### src/design/mrdp_pkg.sv
// Shared constants and lane control type for the multi-row dot product block.
`default_nettype none

package mrdp_pkg;

  // Defaults for the top-level parameters
  localparam int unsigned MaxRowsDef    = 8;
  localparam int unsigned SampleBitsDef = 16;
  localparam int unsigned AccBitsDef    = 48;

  // Row-count register
  localparam int unsigned CfgW       = 4;
  localparam logic [CfgW-1:0] RowsRst = 4'd8;

  // Per-lane control, driven by the top-level pipeline control
  typedef struct packed {
    logic load;  // stage A captures a new element
    logic fire;  // stage B consumes the held product
    logic last;  // the product in stage B closes the vector
  } mrdp_ctrl_t;

endpackage

`default_nettype wire

### src/design/mrdp_merge.sv
// Merge stage: collects all lane sums into one result, output register plus skid.
`default_nettype none

module mrdp_merge #(
  parameter int unsigned MAX_ROWS = mrdp_pkg::MaxRowsDef,
  parameter int unsigned ACC_BITS = mrdp_pkg::AccBitsDef
) (
  input  wire                                 clk_i,
  input  wire                                 rst_ni,
  input  wire                                 push_i,
  input  wire  [MAX_ROWS-1:0][ACC_BITS-1:0]   sums_i,
  output logic                                ready_o,
  output logic                                m_axis_tvalid,
  input  wire                                 m_axis_tready,
  output logic [((MAX_ROWS*ACC_BITS+7)/8)*8-1:0] m_axis_tdata
);

  localparam int unsigned DataW = MAX_ROWS * ACC_BITS;
  localparam int unsigned OutW  = ((DataW + 7) / 8) * 8;

  logic             ov_d, ov_q;
  logic             sv_d, sv_q;
  logic [DataW-1:0] od_q, sd_q;
  logic             main_free;
  logic             load_main, load_skid, main_from_skid;

  assign main_free = !ov_q || m_axis_tready;
  assign ready_o   = !sv_q;

  always_comb begin
    ov_d           = ov_q;
    sv_d           = sv_q;
    load_main      = 1'b0;
    load_skid      = 1'b0;
    main_from_skid = 1'b0;
    if (main_free) begin
      if (sv_q) begin
        ov_d           = 1'b1;
        load_main      = 1'b1;
        main_from_skid = 1'b1;
        load_skid      = push_i;
        sv_d           = push_i;
      end else begin
        ov_d      = push_i;
        load_main = push_i;
      end
    end else if (push_i) begin
      load_skid = 1'b1;
      sv_d      = 1'b1;
    end
  end

  always_ff @(posedge clk_i or negedge rst_ni) begin
    if (!rst_ni) begin
      ov_q <= 1'b0;
      sv_q <= 1'b0;
    end else begin
      ov_q <= ov_d;
      sv_q <= sv_d;
    end
  end

  always_ff @(posedge clk_i) begin
    if (load_main) begin
      od_q <= main_from_skid ? sd_q : sums_i;
    end
    if (load_skid) begin
      sd_q <= sums_i;
    end
  end

  assign m_axis_tvalid = ov_q;
  assign m_axis_tdata  = OutW'(od_q);

endmodule

`default_nettype wire

### config.mk
export PLATFORM = sky130hd
export DESIGN_NAME = mrdp_merge
export DESIGN_NICKNAME = d
export VERILOG_FILES = /design/src/design/mrdp_pkg.sv /design/src/design/mrdp_merge.sv
export SDC_FILE = /design/constraint.sdc
export NUM_CORES = 1
export LEC_CHECK = 0
export ABC_AREA = 1
export BUFFER_PORTS_ARGS = -buffer_cell sky130_fd_sc_hd__buf_2
export CAP_MARGIN = 15
export CORE_AREA = 2 2 298 300
export CTS_CLUSTER_DIAMETER = 200
export DETAILED_ROUTE_END_ITERATION = 16
export DIE_AREA = 0 0 300 302
export PLACE_DENSITY = 0.55
export SYNTH_ARGS = -nofsm -noshare
export SYNTH_HDL_FRONTEND = slang
export SYNTH_SLANG_ARGS = --single-unit
### constraint.sdc
create_clock -name clk_i -period 36.2 [get_ports clk_i]
set_input_delay 7.24 -clock clk_i [delete_from_list [all_inputs] [get_ports clk_i]]
set_output_delay 7.24 -clock clk_i [all_outputs]
set_load 0.05 [all_outputs]
# Word-level counts from Yosys, hierarchy flattened
# Cells that the tools add are included.
# W data, S select, Z words.
word_totals:
  in_bits: 388
  ff_bits: 770
  out_inout_bits: 386
op_classes:
  reduce_logical: 4
  n_mux: 10
op_table:
  columns: ["cell", "count"]
  rows:
  - ["$mux W384", 1]
  - ["$mux W1", 9]
  - ["$logic_not A1 Y1", 2]
  - ["$reduce_bool A2 Y1", 1]
  - ["$logic_or A1 B1 Y1", 1]

# Longest topological paths before layout
depth:
  depth_word: 4
  mapped_depth: 7

# Least setup slack after synthesis
# No wires, ideal clock.
synth_path:
  path_kind: "input to register"
  from: "input port m_axis_tready"
  to: "register od_q[0] (netlist: m_axis_tdata[0]) (enable)"
  path_stages: 2
  arrival_time_ps: 25745
  path_slack_ps: 9199
  setup_ps: 1257
  path_cell_list: "inv_1 -> a21oi_1"
synth_via:
  elab_chain_cells: 2
synth_lines:
  columns: ["item", "line", "source"]
  rows:
  - ["start, declared", "mrdp_merge.sv:14", "input wire m_axis_tready,"]
  - ["$logic_or A1 B1 Y1", "mrdp_merge.sv:27", "assign main_free = !ov_q || m_axis_tready;"]
  - ["$mux W1", "mrdp_merge.sv:36", "if (main_free) begin"]
  - ["net load_main", "mrdp_merge.sv:25", "logic load_main, load_skid, main_from_skid;"]
  - ["end signal, assigned", "mrdp_merge.sv:65", "od_q <= main_from_skid ? sd_q : sums_i;"]
  - ["end, declared", "mrdp_merge.sv:23", "logic [DataW-1:0] od_q, sd_q;"]
# The timed path passes the listed nets, and every way through them passes these cells.
# A chain may end at the register's enable or synchronous reset.

# Worst setup path in the final report
layout_path:
  from: "input port m_axis_tready"
  to: "register sd_q[137] (enable)"
layout_via:
  elab_chain_cells: 2
layout_lines:
  columns: ["item", "line", "source"]
  rows:
  - ["$logic_or A1 B1 Y1", "mrdp_merge.sv:27", null]
  - ["$mux W1", "mrdp_merge.sv:36", null]
  - ["net load_skid", "mrdp_merge.sv:25", null]
  - ["end signal, assigned", "mrdp_merge.sv:68", "sd_q <= sums_i;"]
  - ["end, declared", "mrdp_merge.sv:23", null]
# The timed path passes the listed nets, and every way through them passes these cells.

==> flow_summary.yaml <==
sta:
  final_critical_path_setup_slack_ns: 25.07
  totalNegativeSetupSlack_ns: 0
  final.min_clock_period_ns: 11.13
  rsz_0062_raised_after_global_routing: "false"
  max_clock_freq_ghz: 0.0899
  relSlewSlack_pct: 31.1
  worst_slew_pin_slew_ns: 1.03
  report.final.setup_viol: 0
  report.final.hold_viol_count: 0
  post-route-period-util_pct: 30.7
  clock_skew_ns: 0.0171
  drv_slew: 0
worst_setup_path:
  worstSetupPathType: "in -> reg"
  worst_path_max_delay_cell: "buf_4"
  crit_fanout: 101
  worst-r2r-setup-slack_ns: 31.36
  critical_path.endpoint_type: "flop"
  cell_chain_of_the_critical_path: "buf_2 > inv_1 > nand2_8 > nand2_1 > nand2_4 > buf_4 > buf_4 > buf_4"
  critical_path_required_ns: 36.43
  critPathArrivalTime_ns: 11.35
  startpoint_type: "input pin"
  cp_common_cell: "buf_4"
  worst_stage_delay_on_the_critical_path_ns: 0.88
floorplanning:
  core_region_area_um2: 87600
  overall_die_height_um: 302
  die_area_um2: 90600
  rows: 109
  die_w_um: 300
  floorplan.io_pins: 774
  effective_utilization_at_floorplan_pct: 32.7
drt:
  vias_after_detailed_routing: 18700
  ant_nets: 0
  drt-vias-per-instance: 4.61
  drt_total_wl_mm: 79.3
  drc_violations_left: 0
  drt_iter0_drc: 1367
  drt-wirelength-per-cell_um: 19.5
  drt_pass1_iterations: 5
cells_and_area:
  n_fill_cell: 8366
  layout-drive-gt1-share_pct: 31.6
  multi_input_area_um2: 4900
  area_delta_synth_final_pct: 26.6
  layout.area.seq_um2: 23100
  num-nets-final: 3206
  final-instance-count-excl-fill: 4064
global_routing:
  global_route.usage.total_pct: 16.9
  grt_first_pass_wirelength_mm: 116
  number_of_global_route_vias_before_repair: 18600
  pin_count_of_the_biggest_net_entering_global_routing: 165
  grt_remaining_overflow: 0
  initial_antenna_violation_count: 25
placed_design:
  buffers_on_ports: 773
  placedCellCount: 3898
  final_weighted_congestion_in_routability_driven_placement: 0.800
  place_ws_ns: 24.39
  hpwlAfterDp_mm: 51.8
min_path:
  hold_path_class: "reg -> reg"
pwr:
  p_leak_uw: 0.0152
  power.density_cell_area_nw_per_um2: 67.9
  peakVddDrop_uv: 42.3
clocking:
  buffer_type_at_the_clock_tree_root: "clkbuf_16"
  max-clock-path-buffers: 3
  number_of_cts_inserted_buffers: 83
  cts_tree: "yes"
  cts.sink_count: 770
  clock_slew_seen_by_the_registers_of_the_worst_setup_and_hold_paths_ns: 0.06
  cts-hold-fix-buffers: 0
  post-cts-setup-buffer-count: 0
  post_cts_resize_count: 0
  worst_skew_pair.late_latency_ns: 0.62
  htreeDepth: 3
synth:
  yosysWarningCount: 0
  yosysSeqAreaShare_pct: 80.8
  synthSimpleGateAreaFrac_pct: 17.0
  postSynthNetCount: 2451
  synth-seq-cells: 770
  synthMuxAreaShare_pct: 0
  synth.cell_area_um2: 28600
  syn-mean-instance-area_um2: 13.9
  synth-compound-area-share_pct: 0.0175
  netlist-cell-type-count: 12
  synth_top_family_by_area: "simple AND/OR/NAND/NOR gates"
  yosys.area_share.xor_xnor_pct: 0
  netlist_instances: 2063
  synthAdderAreaFrac_pct: 0
run_status:
  result_of_the_run: "finished, final reports clean"
job:
  max_cap_viol_count: 0
critical path, delay by kind of cell:
family | cells | cell delay, ns
buffers and inverters | 5 | 2.65
and+or+nand+nor | 3 | 1.27
layout by cell type (no fill, tap or decap):
cell / instances
buf_12: 2
clkbuf_16: 84
clkinv_1: 22
clkinv_4: 2
nand2_1: 771
diode_2: 16
buf_4: 22
clkbuf_8: 2
dfrtp_4: 1
clkbuf_1: 18
bufinv_16: 7
dfrtp_1: 1
nand3_1: 387
buf_2: 773
inv_6: 3
clkinv_2: 9
edfxtp_1: 768
nand2_8: 2
clkinv_8: 3
nor2_1: 1
nand2_4: 1
a21oi_4: 1
inv_1: 3
final timing paths:
check | cells after the start | start | end
max in group asynchronous | 1 | rst_ni | sv_q
min | 2 | sd_q[197] | m_axis_tdata[197]
min in group asynchronous | 1 | rst_ni | m_axis_tvalid
max | 8 | m_axis_tready | sd_q[137]
max reg2reg | 6 | m_axis_tvalid | sd_q[137]
min reg2reg | 2 | sd_q[197] | m_axis_tdata[197]
cell families (layout without fill, tap and decap cells):
family | after synthesis | count (layout)
AOI/OAI and AO/OA | 1 | 1
buffers and inverters | 130 | 950
DFF | 770 | 770
other | 0 | 16
and+or+nand+nor | 1162 | 1162
report_power, final:
group | switching [uW] | total (uW) | internal, uW
combinational | 396 | 489 | 93.1
clock | 344 | 824 | 480
sequential | 31.0 | 1150 | 1120
cell usage after synthesis, drive strengths merged:
cell / count / area [um2]
buf: 117 / 597
dfrtp: 2 / 50.1
inv: 3 / 11.3
nand2: 774 / 2910
nand3: 387 / 1940
a21oi: 1 / 5.00
nor2: 1 / 3.75
clkbuf: 10 / 37.5
edfxtp: 768 / 23100
cell type report:
cell class | instances | area share, %
Clock inverter | 46 | 1.19
Tap cell | 1165 | 4.02
Clock buffer | 104 | 6.06
Timing Repair Buffer | 797 | 11.2
Antenna cell | 16 | 0.111
Sequential cell | 770 | 63.8
Inverter | 3 | 0.0311
Multi-Input combinational cell | 1163 | 13.5
through the flow:
step,area (um2),utilization (%),hold slack (ns),power [uW]
4_1_cts,36200,41.3,0.537,2490
5_1_grt,36200,41.4,0.555,2560
3_5_place_dp,33600,38.3,0.531,1660
3_3_place_gp,33600,38.3,0.523,1660
2_1_floorplan,28600,-,0.521,1570
6_report,36200,41.4,0.526,2460
registers in the layout, summed over array words and instances (netlist names):
register and count:
m_axis_tvalid 1, m_axis_tdata 384, sv_q 1, sd_q 384
layer usage:
layer,vias to the layer above,part of all wire (%),track usage [%]
met5,-,0.19,0
met4,20,3.2,7.04
met3,146,8.0,4.78
met2,725,49,27.7
met1,8954,39,21.0
li1,8872,-,-
(Power assumes the default switching activity.)
