## config.mk

```make
export PLATFORM = sky130hd
export DESIGN_NAME = mrdp_lane
export DESIGN_NICKNAME = d
export VERILOG_FILES = /design/src/design/mrdp_pkg.sv /design/src/design/mrdp_lane.sv
export SDC_FILE = /design/constraint.sdc
export NUM_CORES = 1
export LEC_CHECK = 0
export ABC_AREA = 1
export BUFFER_PORTS_ARGS = -buffer_cell sky130_fd_sc_hd__buf_2
export CORE_ASPECT_RATIO = 0.9
export CORE_MARGIN = 2
export CORE_UTILIZATION = 25
export CTS_CLUSTER_DIAMETER = 60
export DETAILED_ROUTE_END_ITERATION = 12
export HOLD_SLACK_MARGIN = 0.03
export PLACE_DENSITY_LB_ADDON = 0.3
export SLEW_MARGIN = 5
export SYNTH_ARGS = -nofsm -noshare
export SYNTH_HDL_FRONTEND = slang
export SYNTH_SLANG_ARGS = --single-unit
```

## constraint.sdc

```tcl
create_clock -name clk_i -period 2.4 [get_ports clk_i]
set_clock_uncertainty 0.1 [all_clocks]
set_input_delay 0 -clock clk_i [delete_from_list [all_inputs] [get_ports clk_i]]
set_output_delay 0 -clock clk_i [all_outputs]
set_load 0.01 [all_outputs]
```

## src/design/mrdp_pkg.sv

```systemverilog
// Shared constants and lane control type for the multi-row dot product block.
`default_nettype none

package mrdp_pkg;

  // Defaults for the top-level parameters
  localparam int unsigned MaxRowsDef    = 8;
  localparam int unsigned SampleBitsDef = 16;
  localparam int unsigned AccBitsDef    = 48;

  // Row-count register
  localparam int unsigned CfgW       = 4;
  localparam logic [CfgW-1:0] RowsRst = 4'd8;

  // Per-lane control, driven by the top-level pipeline control
  typedef struct packed {
    logic load;  // stage A captures a new element
    logic fire;  // stage B consumes the held product
    logic last;  // the product in stage B closes the vector
  } mrdp_ctrl_t;

endpackage

`default_nettype wire

```

## src/design/mrdp_lane.sv

```systemverilog
// One row lane: registered Q2.30 product and saturating accumulator.
`default_nettype none

module mrdp_lane #(
  parameter int unsigned SAMPLE_BITS = mrdp_pkg::SampleBitsDef,
  parameter int unsigned ACC_BITS    = mrdp_pkg::AccBitsDef
) (
  input  wire                           clk_i,
  input  wire                           rst_ni,
  input  mrdp_pkg::mrdp_ctrl_t          ctrl_i,
  input  wire                           active_i,
  input  wire  signed [SAMPLE_BITS-1:0] x_i,
  input  wire  signed [SAMPLE_BITS-1:0] y_i,
  output logic signed [ACC_BITS-1:0]    sum_o
);

  localparam int unsigned ProdW = 2 * SAMPLE_BITS;
  localparam int unsigned SumW  = ((ACC_BITS > ProdW) ? ACC_BITS : ProdW) + 1;
  localparam int unsigned TopW  = SumW - ACC_BITS + 1;

  logic signed [ProdW-1:0]    prod_d, prod_q;
  logic                       act_q;
  logic signed [ACC_BITS-1:0] acc_d, acc_q;
  logic signed [SumW-1:0]     sum_full;
  logic [TopW-1:0]            sum_top;
  logic signed [ACC_BITS-1:0] sum_sat;

  assign prod_d = x_i * y_i;

  // Wide add; saturate when the guard bits disagree with the result sign
  assign sum_full = SumW'(acc_q) + SumW'(prod_q);
  assign sum_top  = sum_full[SumW-1:ACC_BITS-1];

  always_comb begin
    if ((&sum_top) || !(|sum_top)) begin
      sum_sat = sum_full[ACC_BITS-1:0];
    end else if (sum_full[SumW-1]) begin
      sum_sat = {1'b1, {(ACC_BITS-1){1'b0}}};
    end else begin
      sum_sat = {1'b0, {(ACC_BITS-1){1'b1}}};
    end
  end

  always_comb begin
    acc_d = acc_q;
    if (ctrl_i.fire) begin
      if (ctrl_i.last) begin
        acc_d = '0;
      end else if (act_q) begin
        acc_d = sum_sat;
      end
    end
  end

  // Unused rows report zero
  assign sum_o = act_q ? sum_sat : '0;

  always_ff @(posedge clk_i or negedge rst_ni) begin
    if (!rst_ni) begin
      act_q <= 1'b0;
      acc_q <= '0;
    end else begin
      acc_q <= acc_d;
      if (ctrl_i.load) begin
        act_q <= active_i;
      end
    end
  end

  always_ff @(posedge clk_i) begin
    if (ctrl_i.load) begin
      prod_q <= prod_d;
    end
  end

endmodule

`default_nettype wire

```

**Word-level counts from Yosys, hierarchy flattened**

Cells that the tools add are included.

- Bits in registers: 81
- Bits in latches: 0
- RAM bits: 0
- Bits in read-only memories: 0
- Bits of input ports: 38
- Output and inout port bits: 48
- Logic and storage cells: 16
- Memories kept: 0

- $add $sub $neg: 1
- $mul: 1
- Div/mod/pow operators: 0
- $lt $le $gt $ge: 0
- Eq/ne operators: 0
- Shift-type cells: 0
- Mux-type cells: 5
- Bitwise logic cells: 0
- Reductions and logical operators: 6

Operator list:

| cell | count |
|---|---|
| $mux 48 | 5 |
| $add 48x32->49 | 1 |
| $mul 16x16->32 | 1 |
| $reduce_and 2->1 | 2 |
| $reduce_bool 2->1 | 1 |
| $reduce_or 2->1 | 1 |
| $logic_not 1->1 | 1 |
| $logic_or 1x1->1 | 1 |

**Depth between registers and ports, before layout**

Gate-level depths: netlist (run 1).

- Depth in word-level cells: 7
- Mapped depth: 25
- Gate-level depth less buffers: 23

**Least setup slack after synthesis (run 1)**

OpenSTA, ideal clock, no wires.

- Kind: input-to-reg
- From: input port y_i[3]
- To: register prod_q[31], data pin
- Library setup time: 0.261 ns
- Data arrival time: 5.127 ns
- Required time: 2.039 ns
- Setup slack: -3.088 ns
- Stages: 20
- Path buffers: 2
- Path through: clkbuf_1 -> clkbuf_1 -> nand2_1 -> inv_1 -> fa_1 -> fa_1 -> inv_1 -> fa_1 -> fa_1 -> inv_1 -> fa_1 -> inv_1 -> fa_1 -> inv_1 -> ha_1 -> a21oi_1 -> o21ai_0 -> a221oi_1 -> nand2_1 -> xor2_1

- Longest elaborated chain between the ends: 1

Ends and longest elaborated chain:

| what | line | text |
|---|---|---|
| from (decl) | mrdp_lane.sv:13 | `input wire signed [SAMPLE_BITS-1:0] y_i,` |
| $mul 16x16->32 | mrdp_lane.sv:28 | `assign prod_d = x_i * y_i;` |
| via prod_d[31] | mrdp_lane.sv:21 | `logic signed [ProdW-1:0] prod_d, prod_q;` |
| to (signal assigned) | mrdp_lane.sv:72 | `prod_q <= prod_d;` |
| to (decl) | mrdp_lane.sv:21 |  |

The timed path passes the listed nets, and every way through them passes these cells.
A chain may end at the register's enable or synchronous reset.

**Worst setup path after layout (run 1)**

- From: input port x_i[15]
- To: register prod_q[27], data pin

- Longest elaborated chain between the ends: 1

Ends and longest elaborated chain:

| what | line | text |
|---|---|---|
| from (decl) | mrdp_lane.sv:12 | `input wire signed [SAMPLE_BITS-1:0] x_i,` |
| $mul 16x16->32 | mrdp_lane.sv:28 |  |
| via prod_d[27] | mrdp_lane.sv:21 |  |

The timed path passes the listed nets, and every way through them passes these cells.

==> impl_metrics.env, run 1 <==
export IMPL_drv_slew=0
export IMPL_overflow=0
export IMPL_antenna_found_initial=0
export IMPL_vias=17200
export IMPL_final_fill_count=7101
export IMPL_antennaDiodeCount=0
export IMPL_numCtsBuffers=9
export IMPL_synthesis_nets=2903
export IMPL_grt_max_degree=49
export IMPL_die_h_um=256
export IMPL_violations="negative setup slack"
export IMPL_r2r_start="prod_q[31]"
export IMPL_layout_nets=3486
export IMPL_synth_most_common_cell="nand2_1"
export IMPL_drc_errors=0
export IMPL_worstSetupStartpointType="input pin"
export IMPL_ys_top_cells_by_area="fa_1 (30%), nand2_1 (16%), inv_1 (13%)"
export IMPL_worstPathMaxFanout=10
export IMPL_yosys_warnings=0
export IMPL_synth_area_per_cell_um2=7.11
export IMPL_die_area_mm2=0.0724
export IMPL_drtPass1Iterations=5
export IMPL_ys_ff_latch=81
export IMPL_clkTransAtPathRegs_ns=0.08
export IMPL_cpMaxStageDelayCell="fa_2"
export IMPL_cts_tree="done"
export IMPL_critical_path_cell_chain="buf_12 > nand2_4 > inv_2 > fa_2 > buf_12 > fa_2 > fa_1 > fa_1 > fa_1 > inv_1 > fa_1 > inv_2 > ha_4 > nand2_4 > nor2_4 > nand2_2 > inv_4 > nand4_1 > nand2_2 > a21oi_2 > xnor2_1"
export IMPL_worstHoldPathType="in2async"
export IMPL_core_mm2=0.0698
export IMPL_synthTopCellsByCount="nand2_1 (749), inv_1 (588), fa_1 (263), nor2_1 (173), ha_1 (130)"
export IMPL_status="complete, but fails checks"
export IMPL_grt_pass1_wl_um=96700
export IMPL_clk_latency_ns=0.37
export IMPL_worstSetupEndpointType="register"
export IMPL_tightest_slew_ns=0.877
export IMPL_whs_ns=0.0952
export IMPL_root_buffer="clkbuf_16"
export IMPL_drt_total_wl_um=60200
export IMPL_rsz0062_at_grt="yes"
export IMPL_synth_top_area_share_pct=30.0
export IMPL_ys_flop_type="dfrtp_1"
export IMPL_yosysTopAreaCell="fa_1"
export IMPL_cp_required_ns=2.43
export IMPL_ant_nets=0
export IMPL_maxCapViolations=0
export IMPL_synth_cell_type_count=43
export IMPL_synth_edf_count=32
export IMPL_ioPinCount=86
export IMPL_cp_arrival_ns=4.87
export IMPL_worstRegToRegCells=19
export IMPL_final_min_clock_period_ns=4.84
export IMPL_r2r_end="acc_q[19]"
export IMPL_max_stage_delay_ns=0.66
export IMPL_crit_buf_inv=6
export IMPL_viasPerCell=4.31
export IMPL_crit_type="in2reg"
export IMPL_clock_path_buffers=2
export IMPL_drt_iter0_markers=1130
export IMPL_fmax_mhz=207
export IMPL_gp_congestion=0.894
export IMPL_clock_sinks=81
export IMPL_start_util_pct=25.2
export IMPL_syn_instance_count=2472
export IMPL_setup_violations=124
export IMPL_critPathMostFrequentCell="fa_1"
export IMPL_hold_viol=0
export IMPL_grt_pass1_vias=18000
export IMPL_core_rowCount=92
export IMPL_h_tree_depth=3
export IMPL_setup_slack_ns=-2.44
export IMPL_dp_final_hpwl_um=47700
export IMPL_area_delta_synth_final_pct=58.4
export IMPL_grt_use_total_pct=16.8
export IMPL_layout_drive_gt1_share_pct=39.5
export IMPL_synth_seq_area_share_pct=12.4
export IMPL_ys_async_sr_fraction_pct=60.5
export IMPL_critPathTopFamily="adder cells"
export IMPL_synth_area_mm2=0.0176
export IMPL_relSlewSlack_pct=41.5
export IMPL_die_x_um=283
export IMPL_port_buffer_count=85
export IMPL_fin_crit_sh_pct=202
export IMPL_r2r_slack_ns=-0.72
export IMPL_wire_per_inst_um=15.0
-- cell type report --
cell class / count / area [µm²] / area share [%]
multi-input cells: 1712 / 15800 / 56.7
repair buffers: 657 / 6100 / 21.9
inverters: 594 / 2260 / 8.12
flip-flops and latches: 81 / 2190 / 7.86
well taps: 940 / 1180 / 4.22
clock buffers: 9 / 225 / 0.809
clock inverters: 7 / 109 / 0.391
-- layout by cell type, fill, tap and decap left out, types with 23 or more instances in the layout --
cell type,synthesis,layout
xnor2_1,30,27
ha_4,0,54
inv_2,6,64
dfrtp_1,49,49
nand2_2,9,92
buf_4,1,435
nor2_4,1,34
buf_2,7,34
buf_6,4,124
nand2_8,0,26
a21oi_2,0,23
ha_1,130,74
nand2_1,749,566
fa_2,0,25
nor2_1,173,111
o21ai_2,1,26
nand4_1,26,26
nand3_1,76,45
xor2_1,36,32
fa_1,263,238
nand3_2,1,25
a21oi_1,85,47
nor2_2,7,36
nand2_4,0,74
buf_12,0,32
edfxtp_1,32,32
inv_1,588,520
-- stage by stage --
stage          worst slack, ns  cell area (µm²)  util [%]  cells  TNS, ns
4_1_cts                  -2.41            26100      37.5   3952  -130.25
5_1_grt                  -2.58            27800      39.9   4000  -144.86
3_5_place_dp             -3.19            22900      32.9   3860  -125.42
3_3_place_gp             -3.17            22900      32.9   3860  -125.31
2_1_floorplan            -2.61            18500         -   2472   -66.98
6_report                 -2.44            27800      39.9   4000  -125.45
-- kinds of logic (layout without fill, tap and decap cells) --
group           Yosys count  in the layout  synth area share, %
fa+ha+maj               393            393                 39.2
compound gates          184            184                 5.94
buf+inv                 679           1267                 14.7
xor+xnor                 66             66                 3.29
simple gates           1069           1069                 24.4
flops                    81             81                 12.4
-- how the worst max path moves through the flow --
stage | start | endpoint | slack (ns) | cells past startpoint
after global routing | x_i[15] | prod_q[30] | -2.58 | 21
after CTS | y_i[15] | prod_q[27] | -2.41 | 20
after global placement | x_i[15] | prod_q[27] | -3.17 | 22
after floorplan | y_i[9] | prod_q[31] | -2.61 | 20
after detailed placement | x_i[15] | prod_q[27] | -3.19 | 22
final | x_i[15] | prod_q[27] | -2.44 | 21
-- sequential cells by signal, indices dropped and copies added, names as in the netlist --
name	count
act_q	1
prod_q	32
acc_q	48
-- per-layer routing --
metal | global-route usage [%] | vias to the layer above | wire (µm)
met3 | 1.91 | 48 | 2650
li1 | - | 8496 | -
met1 | 23.8 | 8362 | 28600
met4 | 2.82 | 0 | 943
met5 | 0 | - | 0
met2 | 27.9 | 324 | 28000
-- repair_timing --
item                       CTS  global route
gates cloned                14             2
hold endpoints to repair    29             0
setup endpoints to repair  123           123
pin swaps                  162           205
hold buffers                 2             0
gates resized for setup    505           370
setup buffers               63            59
Power of run 1 is left out: the tool's default activity adds up to more than one toggle a clock period on the data nets, which glitch-free logic cannot reach.
==> run 2: changes to the inputs <==
--- a/config.mk
+++ b/config.mk
@@ -7,12 +7,13 @@
 export LEC_CHECK = 0
 export ABC_AREA = 1
 export BUFFER_PORTS_ARGS = -buffer_cell sky130_fd_sc_hd__buf_2
-export CORE_ASPECT_RATIO = 0.9
+export CORE_ASPECT_RATIO = 0.7
 export CORE_MARGIN = 2
 export CORE_UTILIZATION = 25
 export CTS_CLUSTER_DIAMETER = 60
 export DETAILED_ROUTE_END_ITERATION = 12
 export HOLD_SLACK_MARGIN = 0.03
+export MAX_ROUTING_LAYER = met4
 export PLACE_DENSITY_LB_ADDON = 0.3
 export SLEW_MARGIN = 5
 export SYNTH_ARGS = -nofsm -noshare
==> constraint.sdc (replaced) <==
create_clock -name clk_i -period 2.4 [get_ports clk_i]
set_clock_uncertainty 0.1 [all_clocks]
set_input_delay 0.36 -clock clk_i [delete_from_list [all_inputs] [get_ports clk_i]]
set_output_delay 0.36 -clock clk_i [all_outputs]
set_load 0.01 [all_outputs]
==> run 2 against run 1 <==
  * The flow still finishes with violations (negative setup slack)
  * Critical path depth rose by 1
  * Core utilization rose by 0.54 points
  * Via count rose by 2.0%
  * Die area barely moved
  * Non-clock buffer count rose by 54
  * Count of clock-buffer cells in the layout did not move
  * Final area rose by 1.3%
  * Cell count rose by 0.70%
  * Register-to-register slack got worse by 0.12 ns
  * First-iteration DRC count fell by 3.4%
  * Worst hold slack improved by 0.16 ns
  * Largest cell class unchanged
==> impl_metrics.env, run 2 (synthesis results as in run 1) <==
export IMPL_final_core_util_pct=40.4
export IMPL_drv_slew=0
export IMPL_dp_final_hpwl_um=48800
export IMPL_grt_pass1_vias=18500
export IMPL_r2r_slack_ns=-0.84
export IMPL_reg_top3="acc_q: 48 flops, prod_q: 32 flops, act_q: 1 flops"
export IMPL_clock_sinks=81
export IMPL_worstPathMaxFanout=9
export IMPL_die_x_um=321
export IMPL_core_rowCount=81
export IMPL_worstSetupEndpointType="register"
export IMPL_worstSetupStartpointType="input pin"
export IMPL_port_buffer_count=85
export IMPL_final_fill_count=7045
export IMPL_die_h_um=226
export IMPL_seq_area_mm2=0.00219
export IMPL_cp_endpoint="prod_q[28]"
export IMPL_overflow=0
export IMPL_wire_per_inst_um=15.6
export IMPL_vias=17600
export IMPL_grt_use_total_pct=18.4
export IMPL_relSlewSlack_pct=6.43
export IMPL_fin_crit_sh_pct=223
export IMPL_tightest_slew_ns=1.40
export IMPL_root_buffer="clkbuf_16"
export IMPL_crit_type="in2reg"
export IMPL_rsz0062_at_grt="yes"
export IMPL_cts_tree="done"
export IMPL_largest_register_ffs=48
export IMPL_drtPass1Iterations=6
export IMPL_numCtsBuffers=9
export IMPL_fmax_mhz=187
export IMPL_cp_arrival_ns=5.34
export IMPL_setup_violations=124
export IMPL_final_min_clock_period_ns=5.34
export IMPL_setup_slack_ns=-2.94
export IMPL_hold_viol=0
export IMPL_layout_nets=3541
export IMPL_drt_iter0_markers=1092
export IMPL_layout_drive_gt1_share_pct=40.4
export IMPL_worstRegToRegCells=19
export IMPL_h_tree_depth=3
export IMPL_r2r_end="acc_q[29]"
export IMPL_grt_max_degree=50
export IMPL_largest_register="acc_q"
export IMPL_ant_nets=0
export IMPL_status="complete, but fails checks"
export IMPL_area_delta_synth_final_pct=60.5
export IMPL_ioPinCount=86
export IMPL_antenna_found_initial=0
export IMPL_start_util_pct=25.2
export IMPL_cp_startpoint="x_i[15]"
export IMPL_die_area_mm2=0.0725
export IMPL_clkTransAtPathRegs_ns=0.06
export IMPL_maxCapViolations=0
export IMPL_multi_input_area_mm2=0.0157
export IMPL_clock_path_buffers=2
export IMPL_final_cell_mix="nand2_1 (565), inv_1 (523), buf_4 (476), fa_1 (240), buf_6 (129)"
export IMPL_antennaDiodeCount=0
export IMPL_layout_commonest_cell="nand2_1"
export IMPL_hp_start="ctrl_i[2]"
export IMPL_viasPerCell=4.36
export IMPL_grt_pass1_wl_um=100000
export IMPL_gp_congestion=0.968
export IMPL_drc_errors=0
export IMPL_drt_total_wl_um=62700
export IMPL_core_mm2=0.0697
export IMPL_r2r_start="prod_q[31]"
export IMPL_clk_latency_ns=0.38
export IMPL_cp_required_ns=2.40
export IMPL_violations="negative setup slack"
export IMPL_worstHoldPathType="in2reg"
[run 2: changes by cell type in the layout (fill, tap and decap cells not counted), moves of 6 or more]
cell,previous run,this run
nor2_2,36,22
nand2_4,74,89
o21ai_1,13,7
buf_4,435,476
nand2_8,26,14
buf_8,16,26
buf_12,32,41
nor2_1,111,118
nor2_4,34,41
[run 2: how the worst min path moves through the flow]
stage / slack, ns / depth (start not counted) / end
2_1_floorplan: -0.04 / 0 / acc_q[0]
3_3_place_gp: 0.29 / 2 / acc_q[3]
3_5_place_dp: 0.29 / 2 / acc_q[3]
4_1_cts: 0.25 / 1 / prod_q[3]
5_1_grt: 0.26 / 1 / prod_q[5]
6_report: 0.26 / 1 / prod_q[5]
[run 2: timing repair]
item / CTS / global route
gates cloned: 13 / 0
resized for setup: 604 / 300
endpoints found under the setup margin: 124 / 124
setup buffers: 104 / 57
endpoints found under the hold margin: 49 / 0
pin swaps: 193 / 155
hold buffers: 1 / 0
[run 2: layout make-up]
| type | instances | area share [%] |
|---|---|---|
| Sequential cell | 81 | 7.75 |
| Multi-Input combinational cell | 1712 | 55.7 |
| Timing Repair inverter | 1 | 0.0266 |
| Inverter | 594 | 7.97 |
| Tap cell | 913 | 4.05 |
| Clock inverter | 7 | 0.337 |
| Timing Repair Buffer | 711 | 23.3 |
| Clock buffer | 9 | 0.799 |
[run 2: per-stage QoR]
stage,setup slack (ns),hold slack [ns],area (µm²),instances,TNS [ns]
final,-2.94,0.255,28200,4028,-162.93
after CTS,-2.91,0.247,27000,3996,-161.22
after detailed placement,-3.58,0.290,23200,3877,-156.39
after floorplan,-2.97,-0.0356,18500,2472,-93.89
after global routing,-3.14,0.263,28200,4028,-177.70
after global placement,-3.60,0.290,23200,3877,-155.99
[run 2: layer usage]
layer,vias up,GRT usage (%),wire [µm]
li1,8610,-,-
met1,8560,26.4,31800
met2,355,27.4,26900
met3,45,3.47,3360
met4,0,2.59,712
met5,-,-,0
[run 2: worst max-delay path: stages]
cell and delay (ns):
buf_8 0.13, nand2_4 0.07, inv_1 0.05, fa_2 0.66
buf_12 0.13, fa_2 0.46, buf_4 0.16, fa_1 0.52
fa_1 0.44, fa_1 0.49, inv_1 0.05, fa_1 0.47
inv_1 0.06, ha_4 0.28, buf_4 0.12, nand2_4 0.06
nor2_4 0.09, nand2_2 0.06, inv_2 0.05, nand4_1 0.08
o211ai_1 0.41, xor2_1 0.13
Power of run 2 is left out for the same reason.
==> run 3: changes to the inputs <==
--- a/config.mk
+++ b/config.mk
@@ -10,6 +10,7 @@
 export CORE_ASPECT_RATIO = 0.7
 export CORE_MARGIN = 2
 export CORE_UTILIZATION = 25
+export CTS_BUF_LIST = sky130_fd_sc_hd__clkbuf_8
 export CTS_CLUSTER_DIAMETER = 60
 export DETAILED_ROUTE_END_ITERATION = 12
 export HOLD_SLACK_MARGIN = 0.03
==> run 3 against run 2 <==
  * The run still ends with negative setup slack left
  * Routed wire length barely moved
  * Fmax rose by 0.63%
  * Sequential cell count did not move
  * Worst hold slack got worse by 0.046 ns
  * Count of clock-buffer cells in the layout did not move
==> impl_metrics.env, run 3 (synthesis results as in run 1) <==
export IMPL_numCtsBuffers=9
export IMPL_core_mm2=0.0697
export IMPL_antennaDiodeCount=0
export IMPL_fmax_mhz=188
export IMPL_h_tree_depth=3
export IMPL_worstPathMaxFanout=9
export IMPL_maxCapViolations=0
export IMPL_die_h_um=226
export IMPL_dp_final_hpwl_um=48800
export IMPL_tightest_slew_ns=1.25
export IMPL_largest_register_ffs=48
export IMPL_die_area_mm2=0.0725
export IMPL_whs_ns=0.209
export IMPL_drt_total_wl_um=62700
export IMPL_crit_type="in2reg"
export IMPL_cp_arrival_ns=5.36
export IMPL_layout_commonest_cell="nand2_1"
export IMPL_relSlewSlack_pct=16.5
export IMPL_ant_nets=0
export IMPL_area_delta_synth_final_pct=59.0
export IMPL_grt_pass1_wl_um=100000
export IMPL_layout_drive_gt1_share_pct=39.7
export IMPL_ioPinCount=86
export IMPL_clk_latency_ns=0.42
export IMPL_grt_pass1_vias=18400
export IMPL_fin_crit_sh_pct=221
export IMPL_gp_congestion=0.968
export IMPL_antenna_found_initial=0
export IMPL_worstSetupEndpointType="register"
export IMPL_clock_sinks=81
export IMPL_rsz0062_at_grt="yes"
export IMPL_root_buffer="clkbuf_8"
export IMPL_worstHoldPathType="in2reg"
export IMPL_status="complete, but fails checks"
export IMPL_violations="negative setup slack"
export IMPL_port_buffer_count=85
export IMPL_viasPerCell=4.37
export IMPL_clock_path_buffers=2
export IMPL_overflow=0
export IMPL_final_min_clock_period_ns=5.31
export IMPL_drtPass1Iterations=5
export IMPL_die_x_um=321
export IMPL_cp_required_ns=2.45
export IMPL_clkTransAtPathRegs_ns=0.09
export IMPL_placed_area_mm2=0.0232
export IMPL_final_core_util_pct=40.1
export IMPL_grt_use_total_pct=18.4
export IMPL_grt_max_degree=50
export IMPL_hold_viol=0
export IMPL_final_fill_count=7099
export IMPL_start_util_pct=25.2
export IMPL_cts_tree="done"
export IMPL_setup_violations=123
export IMPL_drt_iter0_markers=1140
export IMPL_layout_nets=3538
export IMPL_drv_slew=0
export IMPL_reg_top3="acc_q: 48 flops, prod_q: 32 flops, act_q: 1 flops"
export IMPL_final_cell_mix="nand2_1 (572), inv_1 (530), buf_4 (477), fa_1 (240), buf_6 (132)"
export IMPL_vias=17600
export IMPL_worstSetupStartpointType="input pin"
export IMPL_core_rowCount=81
export IMPL_drc_errors=0
export IMPL_stdcell_area_mm2=0.0279
export IMPL_largest_register="acc_q"
export IMPL_wire_per_inst_um=15.6
export IMPL_setup_slack_ns=-2.91
## run 3: changes by cell type in the layout (fill, tap and decap cells not counted), sizes merged
cell	previous run	this run
buf	708	705
## run 3: area by class of cell
| class | instances | area, µm² | area share [%] |
|---|---|---|---|
| clock buffer | 9 | 124 | 0.443 |
| tap | 913 | 1140 | 4.09 |
| inverter | 594 | 2250 | 8.06 |
| clock inverter | 7 | 95.1 | 0.340 |
| timing repair inverter | 1 | 7.51 | 0.0269 |
| multi-input combinational | 1712 | 15600 | 56.0 |
| sequential | 81 | 2190 | 7.83 |
| timing repair buffer | 708 | 6490 | 23.2 |
## run 3: worst paths after layout
path / from / to / slack [ns] / cells after the start
min: ctrl_i[2] / prod_q[5] / 0.21 / 1
min reg2reg: acc_q[18] / acc_q[18] / 0.38 / 2
max in group asynchronous: rst_ni / acc_q[27] / 1.56 / 3
max: x_i[15] / prod_q[28] / -2.91 / 20
max reg2reg: prod_q[31] / acc_q[24] / -0.83 / 19
min in group asynchronous: rst_ni / acc_q[2] / 0.37 / 3
## run 3: repair_timing
| item | 4_1_cts | 5_1_grt |
|---|---|---|
| gates resized for setup | 604 | 252 |
| buffers inserted | 103 | 53 |
| pin swaps | 187 | 152 |
| setup endpoints to repair | 124 | 124 |
| hold buffers | 1 | 0 |
| gates cloned | 13 | 0 |
| endpoints found under the hold margin | 49 | 0 |
## run 3: per-stage QoR
step	setup TNS [ns]	setup WS, ns	cells
2_1_floorplan	-93.89	-2.97	2472
3_3_place_gp	-155.99	-3.60	3877
3_5_place_dp	-156.39	-3.58	3877
4_1_cts	-162.71	-2.84	3994
5_1_grt	-177.04	-3.08	4025
6_report	-164.21	-2.91	4025
## run 3: worst max-delay path, cell delays in order
cell      delay (ns)
buf_8           0.13
nand2_4         0.07
inv_1           0.05
fa_2            0.66
buf_12          0.13
fa_2            0.46
buf_4           0.16
fa_1            0.52
fa_1            0.44
fa_1            0.49
inv_1           0.05
fa_1            0.47
inv_1           0.06
ha_4            0.23
buf_4           0.14
nand3_1         0.07
nand2_1         0.14
a211oi_4        0.26
o211ai_1        0.25
xor2_1          0.21
## run 3: layer usage
metal / global-route usage [%] / vias to the layer above / routed length, µm
li1: - / 8601 / -
met1: 26.3 / 8574 / 31700
met2: 27.5 / 367 / 26800
met3: 3.39 / 50 / 3460
met4: 2.70 / 0 / 773
met5: - / - / 0
Power of run 3 is left out for the same reason.
